--- src/design/cfs_pkg.sv ---
// cfs_pkg: sizes, codes and beat types shared by the call frame stack modules
// no dependencies
package cfs_pkg;

    // capacity of the design
    localparam int STORE_WORDS = 1024;
    localparam int MAX_NESTING = 64;
    localparam int WORD_BITS   = 32;

    // fixed field widths of the beats
    localparam int SLOT_W  = 10;
    localparam int WORD_W  = 32;
    localparam int FRAME_W = 11;

    // derived widths
    localparam int STORE_AW = $clog2(STORE_WORDS);
    localparam int BASE_W   = $clog2(STORE_WORDS + 1);
    localparam int RET_AW   = $clog2(MAX_NESTING);
    localparam int CNT_W    = $clog2(MAX_NESTING + 1);
    localparam int SUM_W    = ((BASE_W > FRAME_W) ? BASE_W : FRAME_W) + 1;

    typedef enum logic [1:0] {
        FN_READ,
        FN_WRITE,
        FN_OPEN,
        FN_CLOSE
    } func_t;

    typedef enum logic [1:0] {
        STAT_OK,
        STAT_NO_FIT,
        STAT_BEYOND,
        STAT_RET_FULL
    } status_t;

    typedef enum logic [1:0] {
        ST_IDLE,
        ST_READ,
        ST_POP
    } state_t;

    typedef struct packed {
        func_t              func;
        logic [SLOT_W-1:0]  slot_index;
        logic [WORD_W-1:0]  write_word;
        logic [FRAME_W-1:0] frame_words;
    } in_beat_t;

    typedef struct packed {
        logic [WORD_W-1:0] read_word;
        logic              is_empty;
        status_t           status;
    } out_beat_t;

    // request to the word store
    typedef struct packed {
        logic                 we;
        logic                 re;
        logic [STORE_AW-1:0]  addr;
        logic [WORD_BITS-1:0] wdata;
    } store_req_t;

    // request to the return stack
    typedef struct packed {
        logic              we;
        logic              re;
        logic [RET_AW-1:0] addr;
        logic [BASE_W-1:0] wdata;
    } ret_req_t;

endpackage

--- src/design/cfs_ctrl.sv ---
// cfs_ctrl: frame registers, sequencer and result register of the call frame stack
// depends on cfs_pkg
module cfs_ctrl (
    input  logic                          clk,
    input  logic                          rst_n,
    input  logic                          in_valid,
    output logic                          in_ready,
    input  cfs_pkg::in_beat_t             in_data,
    output logic                          out_valid,
    input  logic                          out_ready,
    output cfs_pkg::out_beat_t            out_data,
    output cfs_pkg::store_req_t           store_req,
    input  logic [cfs_pkg::WORD_BITS-1:0] store_rdata,
    output cfs_pkg::ret_req_t             ret_req,
    input  logic [cfs_pkg::BASE_W-1:0]    ret_rdata
);

    cfs_pkg::state_t                state_reg, state_next;
    logic [cfs_pkg::BASE_W-1:0]     base_reg, base_next;
    logic [cfs_pkg::BASE_W-1:0]     len_reg, len_next;
    logic [cfs_pkg::CNT_W-1:0]      count_reg, count_next;
    logic                           out_valid_reg, out_valid_next;
    cfs_pkg::out_beat_t             out_data_reg, out_data_next;

    logic                           accept;
    logic [cfs_pkg::SUM_W-1:0]      addr_sum;
    logic [cfs_pkg::SUM_W-1:0]      next_base;
    logic [cfs_pkg::SUM_W-1:0]      open_end;
    logic                           beyond;
    logic                           no_fit;
    logic [cfs_pkg::CNT_W-1:0]      count_dec;

    always_ff @(posedge clk or negedge rst_n)
    begin
        if (!rst_n)
        begin
            state_reg <= cfs_pkg::ST_IDLE;
        end
        else
        begin
            state_reg <= state_next;
        end
    end

    always_ff @(posedge clk or negedge rst_n)
    begin
        if (!rst_n)
        begin
            base_reg      <= '0;
            len_reg       <= '0;
            count_reg     <= '0;
            out_valid_reg <= 1'b0;
        end
        else
        begin
            base_reg      <= base_next;
            len_reg       <= len_next;
            count_reg     <= count_next;
            out_valid_reg <= out_valid_next;
        end
    end

    always_ff @(posedge clk)
    begin
        out_data_reg <= out_data_next;
    end

    always_comb
    begin
        state_next     = state_reg;
        base_next      = base_reg;
        len_next       = len_reg;
        count_next     = count_reg;
        out_valid_next = out_valid_reg && !out_ready;
        out_data_next  = out_data_reg;
        store_req      = '0;
        ret_req        = '0;

        in_ready = (state_reg == cfs_pkg::ST_IDLE) && (!out_valid_reg || out_ready);
        accept   = in_valid && in_ready;

        addr_sum  = cfs_pkg::SUM_W'(base_reg) + cfs_pkg::SUM_W'(in_data.slot_index);
        beyond    = addr_sum >= cfs_pkg::SUM_W'(cfs_pkg::STORE_WORDS);
        next_base = cfs_pkg::SUM_W'(base_reg) + cfs_pkg::SUM_W'(len_reg);
        open_end  = next_base + cfs_pkg::SUM_W'(in_data.frame_words);
        no_fit    = open_end > cfs_pkg::SUM_W'(cfs_pkg::STORE_WORDS);
        count_dec = count_reg - cfs_pkg::CNT_W'(1);

        store_req.addr  = addr_sum[cfs_pkg::STORE_AW-1:0];
        store_req.wdata = cfs_pkg::WORD_BITS'(in_data.write_word);
        ret_req.wdata   = base_reg;

        unique case (state_reg)
            cfs_pkg::ST_IDLE:
            begin
                if (accept)
                begin
                    out_data_next.read_word = '0;
                    out_data_next.status    = cfs_pkg::STAT_OK;
                    out_valid_next          = 1'b1;
                    unique case (in_data.func)
                        cfs_pkg::FN_READ:
                        begin
                            if (beyond)
                            begin
                                out_data_next.status = cfs_pkg::STAT_BEYOND;
                            end
                            else
                            begin
                                // result follows once the store answers
                                store_req.re   = 1'b1;
                                out_valid_next = 1'b0;
                                state_next     = cfs_pkg::ST_READ;
                            end
                        end
                        cfs_pkg::FN_WRITE:
                        begin
                            if (beyond)
                            begin
                                out_data_next.status = cfs_pkg::STAT_BEYOND;
                            end
                            else
                            begin
                                store_req.we = 1'b1;
                            end
                        end
                        cfs_pkg::FN_OPEN:
                        begin
                            if (no_fit)
                            begin
                                out_data_next.status = cfs_pkg::STAT_NO_FIT;
                            end
                            else if (count_reg >= cfs_pkg::CNT_W'(cfs_pkg::MAX_NESTING))
                            begin
                                out_data_next.status = cfs_pkg::STAT_RET_FULL;
                            end
                            else
                            begin
                                ret_req.we   = 1'b1;
                                ret_req.addr = count_reg[cfs_pkg::RET_AW-1:0];
                                count_next   = count_reg + cfs_pkg::CNT_W'(1);
                                base_next    = next_base[cfs_pkg::BASE_W-1:0];
                                len_next     = cfs_pkg::BASE_W'(in_data.frame_words);
                            end
                        end
                        cfs_pkg::FN_CLOSE:
                        begin
                            if (count_reg == '0)
                            begin
                                base_next = '0;
                                len_next  = '0;
                            end
                            else
                            begin
                                ret_req.re     = 1'b1;
                                ret_req.addr   = count_dec[cfs_pkg::RET_AW-1:0];
                                count_next     = count_dec;
                                out_valid_next = 1'b0;
                                state_next     = cfs_pkg::ST_POP;
                            end
                        end
                    endcase
                    out_data_next.is_empty = (base_next == '0) && (len_next == '0);
                end
            end
            cfs_pkg::ST_READ:
            begin
                out_data_next.read_word = cfs_pkg::WORD_W'(store_rdata);
                out_data_next.status    = cfs_pkg::STAT_OK;
                out_data_next.is_empty  = (base_reg == '0) && (len_reg == '0);
                out_valid_next          = 1'b1;
                state_next              = cfs_pkg::ST_IDLE;
            end
            cfs_pkg::ST_POP:
            begin
                len_next  = (ret_rdata <= base_reg) ? (base_reg - ret_rdata) : '0;
                base_next = ret_rdata;
                out_data_next.read_word = '0;
                out_data_next.status    = cfs_pkg::STAT_OK;
                out_data_next.is_empty  = (base_next == '0) && (len_next == '0);
                out_valid_next          = 1'b1;
                state_next              = cfs_pkg::ST_IDLE;
            end
            default:
            begin
                state_next = cfs_pkg::ST_IDLE;
            end
        endcase
    end

    assign out_valid = out_valid_reg;
    assign out_data  = out_data_reg;

endmodule

--- config.mk ---
export PLATFORM = sky130hd
export DESIGN_NAME = cfs_ctrl
export DESIGN_NICKNAME = d
export VERILOG_FILES = /design/src/design/cfs_pkg.sv /design/src/design/cfs_ctrl.sv
export SDC_FILE = /design/constraint.sdc
export NUM_CORES = 1
export LEC_CHECK = 0
export BUFFER_PORTS_ARGS = -buffer_cell sky130_fd_sc_hd__buf_2
export CAP_MARGIN = 20
export CORE_MARGIN = 5
export CORE_UTILIZATION = 30
export DETAILED_ROUTE_END_ITERATION = 16
export SKIP_CTS_REPAIR_TIMING = 1
export SLEW_MARGIN = 20
export SYNTH_ARGS = -nofsm -noshare
export SYNTH_HDL_FRONTEND = slang
export SYNTH_SLANG_ARGS = --single-unit
--- constraint.sdc ---
create_clock -name clk -period 5.6 [get_ports clk]
set_input_delay 1.12 -clock clk [delete_from_list [all_inputs] [get_ports clk]]
set_output_delay 1.12 -clock clk [all_outputs]
set_load 0.03 [all_outputs]
==> impl_metrics.tcl <==
set metrics [dict create \
    cts-root-buf "clkbuf_16" \
    post_dp_cell_area_mm2 0.00688 \
    cp_max_fo 6 \
    numCtsBuffers 9 \
    die_h_um 150 \
    drtAntennaViolNets 0 \
    drt-initial-drc-count 349 \
    first_global_vias 5318 \
    drc 0 \
    finalSetupViolations 7 \
    fin_crit_ns 5.72 \
    syn_area_mm2 0.00591 \
    grt_max_degree 36 \
    worst_slew_pin_slew_ns 0.896 \
    p_per_area_mw_per_mm2 649 \
    critPathRequiredTime_ns 4.48 \
    synthTopCellsByArea "edfxtp_1 (18%), dfrtp_1 (14%), ha_1 (11%)" \
    synthArstFlopShare 0.478 \
    leakage_uw 0.00341 \
    largest_reg_flops 35 \
    syn_avg_cell_area_um2 9.28 \
    synth-edff-count 35 \
    synth_top_area_cell "edfxtp_1" \
    crit_end "ret_req[16]" \
    syn_nets 797 \
    cts_tree "built" \
    register_area_mm2 0.00185 \
    final_max_slew_viol_count 0 \
    final_net_count 932 \
    hold_class "reg2reg" \
    start_kind "flop" \
    setup_ws_ns -0.125 \
    end_kind "output pin" \
    grt_overflow 0 \
    synth.most_common_cell "ha_1" \
    ir_worst_vdd_mv 0.204 \
    fin_area_mm2 0.00737 \
    syn_inst 637 \
    cp.arrival_ns 4.60 \
    timing.final.crit_share 1.02 \
    yosys_warnings 0 \
    dp_hpwl_um 14000 \
    worstRegToRegCells 17 \
    via_count 5427 \
    grt_pass1_wl_um 27300 \
    io_buffers 137 \
    via_per_inst 5.21 \
    max_freq_mhz 175 \
    drv_cap 0 \
    drive_above_1_share 0.320 \
    wl_per_cell_um 16.9 \
    p_total_uw 4780 \
    ys_ff_latch 67 \
    fillers 1966 \
    hold_violations 0 \
    skew_ns 0.00899 \
    wirelength_um 17600 \
    clk_pin_slew_worst_paths_ns 0.06 \
    ys_dominant_reg_cell "edfxtp_1" \
    start_util 0.304 \
    rsz0062_at_grt "true" \
    num_antenna_cells 0 \
    place.gp.congestion 0.840 \
    reg2reg_to "out_data[2]$_DFFE_PP_" \
    synth_seq_area_share 0.313 \
    relSlewSlack 0.403 \
    layout-area-overhead-vs-synth_pct 24.7 \
    grt_antenna_before_repair 0 \
    timing.rr.start "len_reg[0]$_DFFE_PN0P_" \
    crit_path_start "len_reg[0]$_DFFE_PN0P_" \
    synth_common_cells "ha_1 (54), inv_1 (43), nor2_1 (41)" \
    htreeDepth 3 \
    ys_types 73 \
    violations "setup timing" \
    clock-sinks 67 \
    status "finished, violations left" \
    die_area_mm2 0.0226 \
    die_w_um 150 \
    synth_top_area_share 0.178 \
    core_mm2 0.0195 \
    critPathKind "reg2out" \
    reg2reg_slack_ns 0.49 \
    worstSkewPairLatency_ns 0.34 \
    rows 51 \
    grtUsageTotal 0.153 \
    multi_input_area_mm2 0.00363 \
    pin_count 202 \
    clk_path_buf_depth 2 \
    drt_pass1_iterations 5 \
]
==> worst min path at each step <==
stage / startpoint / end / cells past startpoint
floorplan: len_reg[9]$_DFFE_PN0P_ / len_reg[9]$_DFFE_PN0P_ / 1
global placement: len_reg[3]$_DFFE_PN0P_ / len_reg[3]$_DFFE_PN0P_ / 1
detailed placement: len_reg[3]$_DFFE_PN0P_ / len_reg[3]$_DFFE_PN0P_ / 1
CTS: len_reg[3]$_DFFE_PN0P_ / len_reg[3]$_DFFE_PN0P_ / 1
global route: len_reg[2]$_DFFE_PN0P_ / len_reg[2]$_DFFE_PN0P_ / 1
finish: len_reg[2]$_DFFE_PN0P_ / len_reg[2]$_DFFE_PN0P_ / 1
==> layout make-up <==
cell class | count | area share
Inverter | 43 | 0.0219
Clock inverter | 7 | 0.0112
Tap cell | 265 | 0.0450
Clock buffer | 9 | 0.0306
Multi-Input combinational cell | 470 | 0.493
Sequential cell | 67 | 0.251
Timing Repair Buffer | 181 | 0.147
==> cells in the final DEF, fill, tap and decap left out, types with 23 or more instances in the layout <==
master / instances
o21ai_0: 24
dfrtp_1: 31
and2_1: 36
nor2_1: 40
nand2_1: 23
ha_1: 53
inv_1: 43
buf_2: 130
edfxtp_1: 35
buf_4: 42
==> report_power, final <==
group	internal [uW]	switching, uW
combinational	1300	1970
clock	352	239
sequential	793	128
total	2450	2340
==> stage by stage <==
| stage | instances | setup TNS, ns | setup WS [ns] | util | hold WS, ns |
|---|---|---|---|---|---|
| final | 1042 | -0.602 | -0.125 | 0.379 | 0.562 |
| after global routing | 1042 | -1.63 | -0.265 | 0.379 | 0.576 |
| after CTS | 1035 | -2.66 | -0.441 | 0.369 | 0.558 |
| after detailed placement | 1019 | -0.0692 | -0.0336 | 0.353 | 0.538 |
| after global placement | 1019 | 0 | 0.0219 | 0.353 | 0.527 |
| after floorplan | 637 | 0 | 0.00975 | - | 0.506 |
==> cells by family (layout without fill, tap and decap cells) <==
group	count (synthesis)	count (layout)	synth area share
XOR/XNOR	29	29	0.0430
AND/OR/NAND/NOR	221	221	0.211
adder cells (fa/ha/maj)	58	58	0.128
buffers and inverters	100	240	0.0906
AO/OA/AOI/OAI	159	159	0.209
multiplexers	3	3	0.00550
flip-flops	67	67	0.313
==> per-layer routing <==
layer | wire length, um | vias up | part of all wire | global-route usage
li1 | - | 2638 | - | -
met1 | 7980 | 2570 | 0.45 | 0.205
met2 | 7970 | 196 | 0.45 | 0.246
met4 | 367 | 0 | 0.021 | 0.0558
met5 | 0 | - | 0 | 0
met3 | 1280 | 23 | 0.073 | 0.0268
==> critical path: stages, from the launching register on <==
cell      delay [ns]
dfrtp_1         0.39
ha_2            0.21
fa_2            0.41
buf_4           0.15
a211o_1         0.29
o21ai_0         0.13
xnor2_1         0.18
ha_1            0.32
o21a_1          0.15
a2111o_1        0.47
nand4_1         0.10
or3b_2          0.46
o41a_1          0.14
or3_4           0.40
buf_6           0.15
a31oi_2         0.16
buf_6           0.15
(Power assumes the default switching activity.)
